File: src/sv/bch_44_32_syndrome_table_decoder_unit_defines.svh
// assertion macros for the bch(44,32) syndrome table decoder
// expects clk and rst_n in the scope of each use
`ifndef BCH_44_32_SYNDROME_TABLE_DECODER_UNIT_DEFINES_SVH
`define BCH_44_32_SYNDROME_TABLE_DECODER_UNIT_DEFINES_SVH

// expression holds at every edge out of reset
`define BCHD_ASSERT_ALWAYS(lbl, expr, msg) \
  lbl: assert property (@(posedge clk) disable iff (!rst_n) (expr)) else $error(msg);

// consequent holds in the same cycle as the antecedent
`define BCHD_ASSERT_IMPLIES(lbl, ante, cons, msg) \
  lbl: assert property (@(posedge clk) disable iff (!rst_n) (ante) |-> (cons)) else $error(msg);

`endif

File: src/sv/bchd_pkg.sv
// shared types, constants and syndrome function for the bch(44,32) decoder
// no dependencies
package bchd_pkg;

  localparam int CODE_W      = 44;
  localparam int PARITY_W    = 12;
  localparam int TABLE_DEPTH = 1 << PARITY_W;
  localparam int TBL_W       = CODE_W + 1;

  typedef logic [CODE_W-1:0]   bchd_word_t;
  typedef logic [PARITY_W-1:0] bchd_syn_t;

  typedef enum logic {
    MODE_DECODE = 1'b0,
    MODE_LOAD   = 1'b1
  } bchd_mode_t;

  typedef enum logic [1:0] {
    ST_CLEAN     = 2'd0,
    ST_CORRECTED = 2'd1,
    ST_UNCORR    = 2'd2
  } bchd_status_t;

  // queue word: a classified item waiting for the back end
  typedef struct packed {
    logic       is_load;
    bchd_syn_t  syn;
    bchd_word_t data;
  } bchd_entry_t;

  // queue flags seen by both sides
  typedef struct packed {
    logic full;
    logic empty;
  } bchd_q_stat_t;

  localparam bchd_word_t ONE = bchd_word_t'(1);

  // parity-check rows, one mask per syndrome bit
  localparam bchd_word_t CHECK_ROWS [PARITY_W] = '{
    ONE<<0 | ONE<<12 | ONE<<15 | ONE<<16 | ONE<<17 | ONE<<18 | ONE<<21 | ONE<<22 |
      ONE<<24 | ONE<<28 | ONE<<29 | ONE<<33 | ONE<<34 | ONE<<36 | ONE<<37 | ONE<<38 |
      ONE<<39 | ONE<<40 | ONE<<41,
    ONE<<1 | ONE<<13 | ONE<<16 | ONE<<17 | ONE<<18 | ONE<<19 | ONE<<22 | ONE<<23 |
      ONE<<25 | ONE<<29 | ONE<<30 | ONE<<34 | ONE<<35 | ONE<<37 | ONE<<38 | ONE<<39 |
      ONE<<40 | ONE<<41 | ONE<<42,
    ONE<<2 | ONE<<12 | ONE<<14 | ONE<<15 | ONE<<16 | ONE<<19 | ONE<<20 | ONE<<21 |
      ONE<<22 | ONE<<23 | ONE<<26 | ONE<<28 | ONE<<29 | ONE<<30 | ONE<<31 | ONE<<33 |
      ONE<<34 | ONE<<35 | ONE<<37 | ONE<<42 | ONE<<43,
    ONE<<3 | ONE<<13 | ONE<<15 | ONE<<16 | ONE<<17 | ONE<<20 | ONE<<21 | ONE<<22 |
      ONE<<23 | ONE<<24 | ONE<<27 | ONE<<29 | ONE<<30 | ONE<<31 | ONE<<32 | ONE<<34 |
      ONE<<35 | ONE<<36 | ONE<<38 | ONE<<43,
    ONE<<4 | ONE<<12 | ONE<<14 | ONE<<15 | ONE<<23 | ONE<<25 | ONE<<29 | ONE<<30 |
      ONE<<31 | ONE<<32 | ONE<<34 | ONE<<35 | ONE<<38 | ONE<<40 | ONE<<41,
    ONE<<5 | ONE<<13 | ONE<<15 | ONE<<16 | ONE<<24 | ONE<<26 | ONE<<30 | ONE<<31 |
      ONE<<32 | ONE<<33 | ONE<<35 | ONE<<36 | ONE<<39 | ONE<<41 | ONE<<42,
    ONE<<6 | ONE<<14 | ONE<<16 | ONE<<17 | ONE<<25 | ONE<<27 | ONE<<31 | ONE<<32 |
      ONE<<33 | ONE<<34 | ONE<<36 | ONE<<37 | ONE<<40 | ONE<<42 | ONE<<43,
    ONE<<7 | ONE<<12 | ONE<<16 | ONE<<21 | ONE<<22 | ONE<<24 | ONE<<26 | ONE<<29 |
      ONE<<32 | ONE<<35 | ONE<<36 | ONE<<39 | ONE<<40 | ONE<<43,
    ONE<<8 | ONE<<12 | ONE<<13 | ONE<<15 | ONE<<16 | ONE<<18 | ONE<<21 | ONE<<23 |
      ONE<<24 | ONE<<25 | ONE<<27 | ONE<<28 | ONE<<29 | ONE<<30 | ONE<<34 | ONE<<38 |
      ONE<<39,
    ONE<<9 | ONE<<12 | ONE<<13 | ONE<<14 | ONE<<15 | ONE<<18 | ONE<<19 | ONE<<21 |
      ONE<<25 | ONE<<26 | ONE<<30 | ONE<<31 | ONE<<33 | ONE<<34 | ONE<<35 | ONE<<36 |
      ONE<<37 | ONE<<38 | ONE<<41,
    ONE<<10 | ONE<<13 | ONE<<14 | ONE<<15 | ONE<<16 | ONE<<19 | ONE<<20 | ONE<<22 |
      ONE<<26 | ONE<<27 | ONE<<31 | ONE<<32 | ONE<<34 | ONE<<35 | ONE<<36 | ONE<<37 |
      ONE<<38 | ONE<<39 | ONE<<42,
    ONE<<11 | ONE<<14 | ONE<<15 | ONE<<16 | ONE<<17 | ONE<<20 | ONE<<21 | ONE<<23 |
      ONE<<27 | ONE<<28 | ONE<<32 | ONE<<33 | ONE<<35 | ONE<<36 | ONE<<37 | ONE<<38 |
      ONE<<39 | ONE<<40 | ONE<<43
  };

  // one xor tree per syndrome bit
  function automatic bchd_syn_t syndrome_of(input bchd_word_t word);
    bchd_syn_t s;
    for (int i = 0; i < PARITY_W; i++) begin
      s[i] = ^(word & CHECK_ROWS[i]);
    end
    return s;
  endfunction

endpackage

File: src/sv/bchd_front.sv
// front end: accepts input words, forms the syndrome and classifies load vs decode
// depends on bchd_pkg for the syndrome function and queue types
module bchd_front (
  input  logic                   in_valid,
  output logic                   in_stall,
  input  logic                   in_mode,
  input  logic [43:0]            in_codeword,
  input  logic [11:0]            in_load_syndrome,
  input  logic [43:0]            in_load_pattern,
  input  bchd_pkg::bchd_q_stat_t q_stat,
  input  logic                   clr_busy,
  output logic                   push,
  output bchd_pkg::bchd_entry_t  push_entry
);
  import bchd_pkg::*;

  // hold off while the queue is full or the table is being cleared
  assign in_stall = q_stat.full || clr_busy;
  assign push     = in_valid && !in_stall;

  // a load carries its address and pattern, a decode its syndrome and word
  always_comb begin
    push_entry.is_load = (in_mode == MODE_LOAD);
    if (in_mode == MODE_LOAD) begin
      push_entry.syn  = in_load_syndrome;
      push_entry.data = in_load_pattern;
    end else begin
      push_entry.syn  = syndrome_of(in_codeword);
      push_entry.data = in_codeword;
    end
  end

endmodule

File: config.mk
export PLATFORM = sky130hd
export DESIGN_NAME = bchd_front
export DESIGN_NICKNAME = d
export VERILOG_FILES = /design/src/sv/bch_44_32_syndrome_table_decoder_unit_defines.svh /design/src/sv/bchd_pkg.sv /design/src/sv/bchd_front.sv
export SDC_FILE = /design/constraint.sdc
export NUM_CORES = 1
export LEC_CHECK = 0
export ABC_AREA = 1
export BUFFER_PORTS_ARGS = -buffer_cell sky130_fd_sc_hd__buf_2
export CORE_MARGIN = 5
export CORE_UTILIZATION = 40
export DETAILED_ROUTE_END_ITERATION = 8
export GPL_TIMING_DRIVEN = 0
export PLACE_DENSITY = 0.72
export SLEW_MARGIN = 20
export SYNTH_ARGS = -nofsm -noshare
export SYNTH_HDL_FRONTEND = slang
export SYNTH_SLANG_ARGS = --single-unit
File: constraint.sdc
create_clock -name vclk -period 1.9
set_input_delay 0.38 -clock vclk [all_inputs]
set_output_delay 0.38 -clock vclk [all_outputs]
set_load 0.05 [all_outputs]
* Yosys cells after proc, flatten, opt, wreduce, memory -nomap -nowiden
Index checks and enable logic that the tools add are counted.
** Word-level totals
- Flip-flop bits (word level) :: 0
- Bits of input ports :: 105
- Output and inout bits :: 59
- Word-level logic and storage cells :: 16
** Operators by class
- Multiplexer cells :: 1
- Reduce and logical (&&, ||, !) cells :: 15
** Operator list (count)
- $reduce_xor 44->1 :: 12
- $mux 56 :: 1
- $logic_and 1x1->1 :: 1
- $logic_not 1->1 :: 1
- $logic_or 1x1->1 :: 1

* Longest topological paths before layout
- Depth after elaboration :: 3
- Mapped depth :: 14
- Mapped depth without buffers :: 13

* Worst setup path after synthesis
OpenSTA, ideal clock, no wires.
- Path type :: input port to output port
- From :: input port in_codeword[25]
- To :: output port push_entry[25] (netlist name)
- Data arrival time :: 1.740 ns
- Required time :: 1.520 ns
- Setup slack :: -0.220 ns
- Cell stages on the path :: 3
- Buffers on the path :: 1
- Cell sequence :: buf_2 -> inv_1 -> o21ai_0
** RTL lines
- from (decl) :: RTL line bchd_front.sv:7 : input logic [43:0] in_codeword,
- to (decl) :: RTL line bchd_front.sv:13 : output bchd_pkg::bchd_entry_t push_entry

==> impl_metrics.tcl <==
set metrics [dict create \
    power_leakage_nw 3.364 \
    slowest_delay_ns 0.14 \
    n_antenna_cell 0 \
    yosysWarnings 0 \
    setup_total_negative_slack_ns -2.720 \
    area_growth_pct 88.35 \
    whs_endpoint "push_entry[48]" \
    setup_viol 37 \
    vias_in_the_first_global_route 4762 \
    post-route-cell-area_um2 6007 \
    synth_mux_area_share_pct 0 \
    synth-adder-area-share_pct 0 \
    grt_first_pass_wirelength_mm 21.18 \
    slew_headroom_pct 57.04 \
    synth.most_common_cell "sky130_fd_sc_hd__nand2_1" \
    antenna_found_initial 0 \
    drtIter0Drc 823 \
    chipWidth_um 99.30 \
    fp.dieH_um 99.30 \
    netlist.area_leader.share_pct 48.14 \
    worstPathBufferInverterCount 5 \
    synth.cell_area_um2 3189 \
    syn-instance-count 718 \
    n_clock_buffer 0 \
    estimated_wirelength_of_the_detail_placed_design_mm 10.13 \
    globalplace.congestion 0.9107 \
    final_cells 1011 \
    power-per-cell-area_nw_per_um2 429.6 \
    max_freq_mhz 447.0 \
    slowest_library_cell_on_the_worst_path "sky130_fd_sc_hd__buf_16" \
    drt_wl_total_mm 18.53 \
    cap_viol_max_count 0 \
    synth-seq-area-share_pct 0 \
    critical_path.max_fanout 8 \
    netlist_top_cells_count "sky130_fd_sc_hd__nand2_1, sky130_fd_sc_hd__nand3_1, sky130_fd_sc_hd__inv_1, sky130_fd_sc_hd__o21ai_0, sky130_fd_sc_hd__xor2_1" \
    critical_path_arrival_ns 1.86 \
    track_usage_pct 25.30 \
    min-delay-path-class "input port to output pin" \
    dp_worst_setup_slack_ns -0.4915 \
    first_pass_iters 7 \
    dominant_combinational_cell_family_by_area_after_synthesis "simple AND/OR/NAND/NOR gates" \
    route.detailed.vias_per_inst 6.010 \
    list_of_cells_traversed_by_the_critical_path "buf_16, clkinv_8, buf_4, nand2_1, nand2_1, nand2_2, nand3_2, nand2_2, inv_1, nand2_1, nand3_2, nand2_2, buf_8" \
    die_area_um2 9860 \
    globalRouteOverflowTotal 0 \
    hold_ws_ns 1.088 \
    largest_net_degree_at_the_start_of_global_routing 11 \
    route.detailed.wl_per_inst_um 18.33 \
    synth_area_per_cell_um2 4.442 \
    post-layout-total-power_mw 2.581 \
    tcrit_tclk_final_pct 117.7 \
    grt_setup_unrepaired "yes" \
    cp_data_required_time_ns 1.52 \
    fp-row-count 32 \
    synth_top_cells_by_area "sky130_fd_sc_hd__nand2_1, sky130_fd_sc_hd__nand3_1, sky130_fd_sc_hd__inv_1, sky130_fd_sc_hd__o21ai_0, sky130_fd_sc_hd__xor2_1" \
    antenna_violating_nets_post_route 0 \
    num_vias 6076 \
    fraction_of_final_layout_cells_sized_beyond_drive_strength_1_pct 52.37 \
    xor_and_xnor_fraction_of_the_mapped_netlist_area_pct 11.18 \
    n_sequential_cell 0 \
    status "finished with violations" \
    final.setup.worst_slack_ns -0.3369 \
    yosysTopAreaCell "sky130_fd_sc_hd__nand2_1" \
    critPathTopFamily "simple AND/OR/NAND/NOR gates" \
    placed_area_um2 4105 \
    report.final.slew_viol_count 0 \
    initial_utilization_pct 41.27 \
    post-route-drc-count 0 \
    worst_hold_path.num_cells 4 \
    postLayoutCoreUtil_pct 77.74 \
    worstHoldStart "in_load_syndrome[4]" \
    failed_checks "negative setup slack" \
    place_inst 972 \
    synth_cell_type_count 24 \
    crit_path_time_final_ns 2.237 \
    worst_pin_slew_ns 0.6445 \
    mappedNetlistNets 823 \
    worst_setup_path_start_kind "input port" \
    setup.worst_path.class "input port to output pin" \
    design.final.nets 1016 \
    synth_compound_gate_area_share_pct 6.591 \
    fill_cells 472 \
    core_area_um2 7727 \
    yosys.area_share.simple_pct 68.50 \
    worstSetupEndpointType "output pin" \
    final_hold_viol_count 0 \
    portBuffers 152 \
    max-vdd-ir-drop_mv 0.3002 \
    pin_count 164 \
    seqCellArea_um2 0 \
]
## power breakdown
part / internal (mW) / switching [mW] / leakage (nW)
logic: 0.904 / 1.68 / 3.36
clock network: 0 / 0 / 0
registers: 0 / 0 / 0
total: 0.904 / 1.68 / 3.36
## timing repair
item                                    in CTS  in global routing
buffers inserted                            24                 15
cloned                                       0                  0
endpoints found under the setup margin      51                 50
pin swaps                                   55                105
gates resized for setup                    241                247
hold buffers                                 0                  0
endpoints found under the hold margin        0                  0
## placed cells by master, fill, tap and decap left out, drive strengths merged
| master | netlist | final |
|---|---|---|
| buf | 12 | 171 |
| nor2 | 13 | 13 |
| clkinv | 2 | 5 |
| clkinvlp | 0 | 2 |
| nand2 | 416 | 416 |
| xnor2 | 17 | 17 |
| o21ai | 42 | 42 |
| xor2 | 19 | 19 |
| clkbuf | 11 | 43 |
| or2 | 1 | 1 |
| nand3 | 106 | 106 |
| nand3b | 1 | 1 |
| inv | 78 | 73 |
## per-layer routing
metal / track usage, % / share of wire [%] / up-vias
li1: - / - / 2608
met1: 32.35 / 33 / 2728
met2: 45.71 / 46 / 537
met3: 2.735 / 12 / 203
met4: 5.147 / 8.8 / 0
met5: 0 / 0 / -
## cell families (layout without fill, tap and decap cells)
kind of cell	after synthesis	count (layout)
xor gates and xnor gates	36	36
and+or+nand+nor	537	537
AOI/OAI and AO/OA	42	42
buffers and inverters	103	294
## tightest hold or removal path, stage by stage
cell and delay, ns:
sky130_fd_sc_hd__buf_2 0.07, sky130_fd_sc_hd__nand2_1 0.05, sky130_fd_sc_hd__nand2_2 0.06, sky130_fd_sc_hd__buf_8 0.14
## layout make-up
type | instances | area [um^2] | area share (%)
plain buffers | 23 | 237.7 | 3.958
inverters | 80 | 445.4 | 7.415
multi-input cells | 615 | 3771 | 62.78
well taps | 102 | 127.6 | 2.125
repair buffers | 191 | 1425 | 23.72
## worst max path at each step
stage	cells after the start	slack [ns]	from	end
detailed placement	6	-0.49	in_mode	push_entry[52]
finish	13	-0.34	in_codeword[16]	push_entry[52]
floorplan	2	-0.16	in_mode	push_entry[41]
global route	14	-0.32	in_codeword[43]	push_entry[46]
global placement	6	-0.48	in_mode	push_entry[52]
CTS	13	-0.05	in_codeword[12]	push_entry[44]
Power figures use the tool's default switching activity.
