[config.mk]
export PLATFORM = sky130hd
export DESIGN_NAME = bchd_fifo
export DESIGN_NICKNAME = d
export VERILOG_FILES = /design/src/sv/bch_44_32_syndrome_table_decoder_unit_defines.svh /design/src/sv/bchd_pkg.sv /design/src/sv/bchd_fifo.sv
export SDC_FILE = /design/constraint.sdc
export NUM_CORES = 1
export LEC_CHECK = 0
export CAP_MARGIN = 10
export CORE_ASPECT_RATIO = 0.6
export CORE_MARGIN = 1.5
export CORE_UTILIZATION = 33
export CTS_BUF_LIST = sky130_fd_sc_hd__clkbuf_4 sky130_fd_sc_hd__clkbuf_8
export DETAILED_ROUTE_END_ITERATION = 10
export DONT_BUFFER_PORTS = 1
export RECOVER_POWER = 50
export SLEW_MARGIN = 0
export SYNTH_ARGS = -nofsm -noshare
export SYNTH_HDL_FRONTEND = slang
export SYNTH_SLANG_ARGS = --single-unit
[constraint.sdc]
create_clock -name clk -period 6.75 [get_ports clk]
set_clock_uncertainty 0.05 [all_clocks]
set_input_delay 0.3375 -clock clk [delete_from_list [all_inputs] [get_ports clk]]
set_output_delay 0.3375 -clock clk [all_outputs]
set_load 0.01 [all_outputs]
[src/sv/bch_44_32_syndrome_table_decoder_unit_defines.svh]
// assertion macros for the bch(44,32) syndrome table decoder
// expects clk and rst_n in the scope of each use
`ifndef BCH_44_32_SYNDROME_TABLE_DECODER_UNIT_DEFINES_SVH
`define BCH_44_32_SYNDROME_TABLE_DECODER_UNIT_DEFINES_SVH

// expression holds at every edge out of reset
`define BCHD_ASSERT_ALWAYS(lbl, expr, msg) \
  lbl: assert property (@(posedge clk) disable iff (!rst_n) (expr)) else $error(msg);

// consequent holds in the same cycle as the antecedent
`define BCHD_ASSERT_IMPLIES(lbl, ante, cons, msg) \
  lbl: assert property (@(posedge clk) disable iff (!rst_n) (ante) |-> (cons)) else $error(msg);

`endif

[src/sv/bchd_pkg.sv]
// shared types, constants and syndrome function for the bch(44,32) decoder
// no dependencies
package bchd_pkg;

  localparam int CODE_W      = 44;
  localparam int PARITY_W    = 12;
  localparam int TABLE_DEPTH = 1 << PARITY_W;
  localparam int TBL_W       = CODE_W + 1;

  typedef logic [CODE_W-1:0]   bchd_word_t;
  typedef logic [PARITY_W-1:0] bchd_syn_t;

  typedef enum logic {
    MODE_DECODE = 1'b0,
    MODE_LOAD   = 1'b1
  } bchd_mode_t;

  typedef enum logic [1:0] {
    ST_CLEAN     = 2'd0,
    ST_CORRECTED = 2'd1,
    ST_UNCORR    = 2'd2
  } bchd_status_t;

  // queue word: a classified item waiting for the back end
  typedef struct packed {
    logic       is_load;
    bchd_syn_t  syn;
    bchd_word_t data;
  } bchd_entry_t;

  // queue flags seen by both sides
  typedef struct packed {
    logic full;
    logic empty;
  } bchd_q_stat_t;

  localparam bchd_word_t ONE = bchd_word_t'(1);

  // parity-check rows, one mask per syndrome bit
  localparam bchd_word_t CHECK_ROWS [PARITY_W] = '{
    ONE<<0 | ONE<<12 | ONE<<15 | ONE<<16 | ONE<<17 | ONE<<18 | ONE<<21 | ONE<<22 |
      ONE<<24 | ONE<<28 | ONE<<29 | ONE<<33 | ONE<<34 | ONE<<36 | ONE<<37 | ONE<<38 |
      ONE<<39 | ONE<<40 | ONE<<41,
    ONE<<1 | ONE<<13 | ONE<<16 | ONE<<17 | ONE<<18 | ONE<<19 | ONE<<22 | ONE<<23 |
      ONE<<25 | ONE<<29 | ONE<<30 | ONE<<34 | ONE<<35 | ONE<<37 | ONE<<38 | ONE<<39 |
      ONE<<40 | ONE<<41 | ONE<<42,
    ONE<<2 | ONE<<12 | ONE<<14 | ONE<<15 | ONE<<16 | ONE<<19 | ONE<<20 | ONE<<21 |
      ONE<<22 | ONE<<23 | ONE<<26 | ONE<<28 | ONE<<29 | ONE<<30 | ONE<<31 | ONE<<33 |
      ONE<<34 | ONE<<35 | ONE<<37 | ONE<<42 | ONE<<43,
    ONE<<3 | ONE<<13 | ONE<<15 | ONE<<16 | ONE<<17 | ONE<<20 | ONE<<21 | ONE<<22 |
      ONE<<23 | ONE<<24 | ONE<<27 | ONE<<29 | ONE<<30 | ONE<<31 | ONE<<32 | ONE<<34 |
      ONE<<35 | ONE<<36 | ONE<<38 | ONE<<43,
    ONE<<4 | ONE<<12 | ONE<<14 | ONE<<15 | ONE<<23 | ONE<<25 | ONE<<29 | ONE<<30 |
      ONE<<31 | ONE<<32 | ONE<<34 | ONE<<35 | ONE<<38 | ONE<<40 | ONE<<41,
    ONE<<5 | ONE<<13 | ONE<<15 | ONE<<16 | ONE<<24 | ONE<<26 | ONE<<30 | ONE<<31 |
      ONE<<32 | ONE<<33 | ONE<<35 | ONE<<36 | ONE<<39 | ONE<<41 | ONE<<42,
    ONE<<6 | ONE<<14 | ONE<<16 | ONE<<17 | ONE<<25 | ONE<<27 | ONE<<31 | ONE<<32 |
      ONE<<33 | ONE<<34 | ONE<<36 | ONE<<37 | ONE<<40 | ONE<<42 | ONE<<43,
    ONE<<7 | ONE<<12 | ONE<<16 | ONE<<21 | ONE<<22 | ONE<<24 | ONE<<26 | ONE<<29 |
      ONE<<32 | ONE<<35 | ONE<<36 | ONE<<39 | ONE<<40 | ONE<<43,
    ONE<<8 | ONE<<12 | ONE<<13 | ONE<<15 | ONE<<16 | ONE<<18 | ONE<<21 | ONE<<23 |
      ONE<<24 | ONE<<25 | ONE<<27 | ONE<<28 | ONE<<29 | ONE<<30 | ONE<<34 | ONE<<38 |
      ONE<<39,
    ONE<<9 | ONE<<12 | ONE<<13 | ONE<<14 | ONE<<15 | ONE<<18 | ONE<<19 | ONE<<21 |
      ONE<<25 | ONE<<26 | ONE<<30 | ONE<<31 | ONE<<33 | ONE<<34 | ONE<<35 | ONE<<36 |
      ONE<<37 | ONE<<38 | ONE<<41,
    ONE<<10 | ONE<<13 | ONE<<14 | ONE<<15 | ONE<<16 | ONE<<19 | ONE<<20 | ONE<<22 |
      ONE<<26 | ONE<<27 | ONE<<31 | ONE<<32 | ONE<<34 | ONE<<35 | ONE<<36 | ONE<<37 |
      ONE<<38 | ONE<<39 | ONE<<42,
    ONE<<11 | ONE<<14 | ONE<<15 | ONE<<16 | ONE<<17 | ONE<<20 | ONE<<21 | ONE<<23 |
      ONE<<27 | ONE<<28 | ONE<<32 | ONE<<33 | ONE<<35 | ONE<<36 | ONE<<37 | ONE<<38 |
      ONE<<39 | ONE<<40 | ONE<<43
  };

  // one xor tree per syndrome bit
  function automatic bchd_syn_t syndrome_of(input bchd_word_t word);
    bchd_syn_t s;
    for (int i = 0; i < PARITY_W; i++) begin
      s[i] = ^(word & CHECK_ROWS[i]);
    end
    return s;
  endfunction

endpackage

[src/sv/bchd_fifo.sv]
// short queue between the front end and the back end of the decoder
// depends on bchd_pkg for the entry and flag types
module bchd_fifo #(
  parameter int DEPTH = 2
) (
  input  logic                  clk,
  input  logic                  rst_n,
  input  logic                  push,
  input  bchd_pkg::bchd_entry_t push_entry,
  input  logic                  pop,
  output bchd_pkg::bchd_entry_t head,
  output bchd_pkg::bchd_q_stat_t q_stat
);
  import bchd_pkg::*;

  localparam int PTR_W = $clog2(DEPTH);
  localparam int CNT_W = $clog2(DEPTH + 1);

  bchd_entry_t            slot_mem [DEPTH];
  logic [PTR_W-1:0]       wr_ptr_r, wr_ptr_nxt;
  logic [PTR_W-1:0]       rd_ptr_r, rd_ptr_nxt;
  logic [CNT_W-1:0]       count_r, count_nxt;

  // flags and head word
  assign q_stat.full  = (count_r == CNT_W'(DEPTH));
  assign q_stat.empty = (count_r == '0);
  assign head         = slot_mem[rd_ptr_r];

  // pointer and fill count update
  always_comb begin
    wr_ptr_nxt = wr_ptr_r;
    rd_ptr_nxt = rd_ptr_r;
    count_nxt  = count_r;
    if (push) begin
      wr_ptr_nxt = (wr_ptr_r == PTR_W'(DEPTH - 1)) ? '0 : wr_ptr_r + PTR_W'(1);
    end
    if (pop) begin
      rd_ptr_nxt = (rd_ptr_r == PTR_W'(DEPTH - 1)) ? '0 : rd_ptr_r + PTR_W'(1);
    end
    if (push && !pop) begin
      count_nxt = count_r + CNT_W'(1);
    end else if (pop && !push) begin
      count_nxt = count_r - CNT_W'(1);
    end
  end

  always_ff @(posedge clk) begin
    if (!rst_n) begin
      wr_ptr_r <= '0;
      rd_ptr_r <= '0;
      count_r  <= '0;
    end else begin
      wr_ptr_r <= wr_ptr_nxt;
      rd_ptr_r <= rd_ptr_nxt;
      count_r  <= count_nxt;
    end
  end

  // slot storage
  always_ff @(posedge clk) begin
    if (push) begin
      slot_mem[wr_ptr_r] <= push_entry;
    end
  end

endmodule

---- After elaboration in Yosys (flattened, before gate mapping) ----
Memories as Yosys holds them, arrays and structs flattened. A register that Yosys moved wholly into a read port is not among the register bits.
Index checks and enable logic that the tools add are counted.
storage, ports and cells
  memory bits (writable) .................. 114
  flip-flop bits (word level) ............. 4
  word-level logic and storage cells ...... 23
  input bits .............................. 61
  output and inout bits ................... 59
  memories kept ........................... 1
memories
  name      words  width  read ports  clocked after memory_dff  write ports  line             RTL
  slot_mem  2      57     1           1                         1            bchd_fifo.sv:19  bchd_entry_t slot_mem [DEPTH];
operators by class
  equal/unequal tests ..................... 1
  reductions and logical operators ........ 6
  mux-type cells .......................... 8
  add/subtract/negate cells ............... 4
operators with widths
  kind                 number
  $mux 1               6
  $mux 2               2
  $add 1x1->1 const B  2
  $add 2x1->2 const B  1
  $eq 2x2->1 const B   1
  $logic_and 1x1->1    2
  $logic_not 1->1      2
  $logic_not 2->1      1
  $reduce_bool 2->1    1
  $sub 2x1->2 const B  1

---- Logic depth before layout (Yosys ltp) ----
  depth in word-level cells ............... 4
  mapped depth ............................ 5
  gate-level depth less buffers ........... 5

---- Least setup slack after synthesis ----
OpenSTA, ideal clock, no wires.
  path type ............................... input-to-reg
  from .................................... input push
  to ...................................... memory slot_mem[0][0] in the netlist's numbering (enable)
  path slack .............................. 3336 ps
  data required time ...................... 6220 ps
  stages on the path ...................... 1
  library setup time ...................... 480 ps
  buffers on the path ..................... 0
  arrival time ............................ 2884 ps
  cells stage by stage .................... nor2b_1
between the ends
  longest elaborated chain between the ends .. 2
ends and longest elaborated chain
  item                          line             RTL
  start: declaration            bchd_fifo.sv:8   input logic push,
  $mux 1                        bchd_fifo.sv:61  if (push) begin
  $mux 1 (implied by the code)  bchd_fifo.sv:62  slot_mem[wr_ptr_r] <= push_entry;
  end: declaration              bchd_fifo.sv:19
Every way passes these cells.

---- Worst setup path in the final report ----
  from .................................... register wr_ptr_r
  to ...................................... memory slot_mem[0][13] in the netlist's numbering (enable)
RTL lines
  item                      line             RTL
  start: declaration        bchd_fifo.sv:20  logic [PTR_W-1:0] wr_ptr_r, wr_ptr_nxt;
  start signal: assignment  bchd_fifo.sv:53  wr_ptr_r <= wr_ptr_nxt;
No word-level cell before the write port.

==> implementation parameters <==
Parameter                              Value

Run status
  Run status ... finished with violations
  Violated checks ... capacitance limit, slew limit

Finish
  Net total in the final layout ... 335
  Layout overhead on the synthesized area ... 26.5%
  Share of layout cells above drive strength 1 ... 0.322
  Fill cell count ... 1176
  Leading cell types in the layout, fill and taps excluded ... sky130_fd_sc_hd__edfxtp_1, sky130_fd_sc_hd__dlygate4sd3_1, sky130_fd_sc_hd__mux2_2
  Fin util ... 0.428
  Most common cell after layout, fill and taps aside ... sky130_fd_sc_hd__edfxtp_1
  Final antenna diode count ... 0

Worst hold path
  Hold WC Path Type ... input port to flip-flop

Clock network
  Root Buffer ... sky130_fd_sc_hd__clkbuf_8
  Number of buffers inserted by post-CTS setup repair ... 0
  TritonCTS Buffers ... 17
  CTS tree ... done
  Clock input transition at the sequential cells of the worst setup and hold paths ... 0.07 ns
  Clk sinks ... 119
  Maximum buffer depth of the clock tree ... 2
  CTS H-tree lvls ... 4
  Later-pin clock latency in the skew report ... 0.41 ns

Critical path
  Worst stage delay on the critical path ... 2.39 ns
  Top delay family on crit path ... buffers and inverters
  Cells traversed along the worst timing path ... nor2b_4 -> clkbuf_1
  Maximum net fanout on the critical path ... 58
  Worst setup path class ... flip-flop to flip-flop
  Crit path buffers/inverters ... 1
  Data required time at the worst endpoint ... 6.64 ns
  Kind of end point of the critical path ... flip-flop
  CP Launch Type ... flip-flop
  CP Data Arrival Time ... 3.29 ns
  Slowest cell on the critical path ... sky130_fd_sc_hd__clkbuf_1

STA
  Normalized max-slew margin ... -1.27
  Final-report hold violation count ... 0
  Maximum operating frequency ... 0.294 GHz
  Final count of negative-setup-slack endpoints ... 0
  Final worst path period need ... 3.41 ns
  Worst Max-Slew Pin Slew ... 3.41 ns
  Worst path setup slack after routing ... 3.34 ns
  Final cycle utilization of the critical path ... 0.505
  Final number of max-transition violations ... 59
  Setup repair after global routing missed its margin ... no
  Post-route setup TNS ... 0 ns
  Tightest hold margin ... 0.106 ns

Global route
  Total routing usage reported by global routing ... 0.117
  Vias in the first global route ... 2249
  Largest net degree at the start of global routing ... 59
  Antenna violations before repair ... 0
  Total global routing overflow ... 0
  Wire length of the first global-routing pass ... 11600 um

Detailed routing
  Length of the first detailed-routing pass in iterations ... 4
  Routed WL per cell ... 16.9 um
  Count of routing violations after the opening detailed-route iteration ... 74
  Final routed DRC violation total ... 0
  Post-detailed-routing wire length ... 7720 um
  Via count ... 2032
  Number of nets still failing antenna checks after routing ... 0
  Detailed-route vias per instance ... 4.46

Floorplan
  Placeable core region ... 12800 sq um
  Height of the die ... 91.8 um
  Die Footprint ... 13900 sq um
  Ports placed on the boundary ... 120
  Die Span X ... 151 um
  Row count ... 32
  Initial standard-cell utilization of the core ... 0.338

Synthesis
  Post-synthesis cell type with the largest combined area ... sky130_fd_sc_hd__edfxtp_1
  Post-synthesis instance total ... 199
  Top area cells in the synthesized netlist ... sky130_fd_sc_hd__edfxtp_1, sky130_fd_sc_hd__mux2_2, sky130_fd_sc_hd__dfxtp_1
  Syn Nets ... 261
  Yosys cell types ... 18
  Portion of synthesized cell area occupied by the leading cell type ... 0.790
  Flip-flop and latch count after synthesis ... 119
  Average cell area after synthesis ... 21.8 sq um
  Number of warnings reported in the yosys synthesis log ... 0
  Sequential-to-total area share from yosys stat ... 0.813
  Post-synthesis instance area ... 4340 sq um

Job
  Number of maximum-capacitance violations ... 1

Placed design
  Placement Setup Slack ... 4.97 ns
  Number of port buffers ... 0
  Routability congestion estimate ... 0.695
  Detailed placement HPWL ... 4490 um

Pwr
  Design Power ... 1.61 mW
  Sequential share of power ... 0.535
  Maximum resistive drop on vdd ... 0.000172 V
  Clock Power Share ... 0.375
  Internal power of the cells ... 1.25 mW
  Net Sw Power ... 0.360 mW
  Proportion of power drawn by combinational gates ... 0.090
  Proportion of total power due to net switching ... 0.223
  Total leakage power ... 1.83 nW
  Power density normalized to cell area ... 294 nW/um^2
==> cells in the mapped netlist (all sizes together) <==
cell / number
edfxtp: 114
mux2: 57
buf: 6
dfxtp: 5
and2: 4
nor2b: 2
xor2: 2
a21boi: 1
and2b: 1
ha: 1
inv: 1
nor2: 1
o21a: 1
o21ai: 1
or3: 1
xnor2: 1
==> power groups by stage <==
stage                     Clock, mW  Combinational (mW)  Sequential [mW]
final                         0.605               0.145            0.865
after global routing          0.658               0.158            0.869
after CTS                     0.628               0.149            0.863
after detailed placement          0               0.116            0.879
after global placement            0               0.115            0.878
after floorplan                   0              0.0985            0.877
==> logic make-up (layout without fill, tap and decap cells) <==
family,Yosys count,after routing,synth area share
AOI/OAI and AO/OA,3,3,0.00462
buffers and inverters,7,94,0.0127
xor gates and xnor gates,3,3,0.00606
adders and majority gates,1,1,0.00289
DFF,119,119,0.813
and+or+nand+nor,9,9,0.0130
muxes,57,57,0.148
==> area by class of cell <==
cell class | count | area, sq um | area share
clock buffer | 19 | 249 | 0.0454
clock inverter | 13 | 131 | 0.0240
inverter | 1 | 3.75 | 0.000684
multi-input combinational | 73 | 764 | 0.139
sequential | 119 | 3520 | 0.643
tap | 170 | 213 | 0.0388
timing repair buffer | 61 | 599 | 0.109
==> routing by layer <==
layer | routed length (um) | up-vias | GRT usage | part of all wire
met5 | 0 | - | 0 | 0
met4 | 50 | 0 | 0.0413 | 0.0065
met3 | 879 | 6 | 0.0682 | 0.11
met2 | 3540 | 94 | 0.187 | 0.46
met1 | 3240 | 1003 | 0.129 | 0.42
li1 | - | 929 | - | -
==> per-stage QoR <==
| step | area (sq um) | cells |
|---|---|---|
| 3_5_place_dp | 4530 | 366 |
| 5_1_grt | 5490 | 456 |
| 2_1_floorplan | 4340 | 199 |
| 6_report | 5490 | 456 |
| 3_3_place_gp | 4530 | 366 |
| 4_1_cts | 5490 | 456 |
==> what timing repair did <==
action	CTS	global route
resized for setup	0	0
hold buffers	58	0
endpoints found under the hold margin	119	0
endpoints found under the setup margin	0	0
==> path summary, 6_finish.rpt <==
kind	slack, ns	depth (start not counted)	end	startpoint
hold reg to reg	0.47	2	count_r[1]	count_r[1]
setup reg to reg	3.34	2	slot_mem[0][13]	wr_ptr_r
hold / removal	0.11	2	wr_ptr_r	push
setup / recovery	3.34	2	slot_mem[0][13]	wr_ptr_r
==> registers in the layout, summed over array words and instances, names as in the netlist, named ones only <==
| register | count |
|---|---|
| slot_mem | 114 |
| count_r | 2 |
| rd_ptr_r | 1 |
| wr_ptr_r | 1 |
Note: power is estimated with default switching activity, not from simulation.
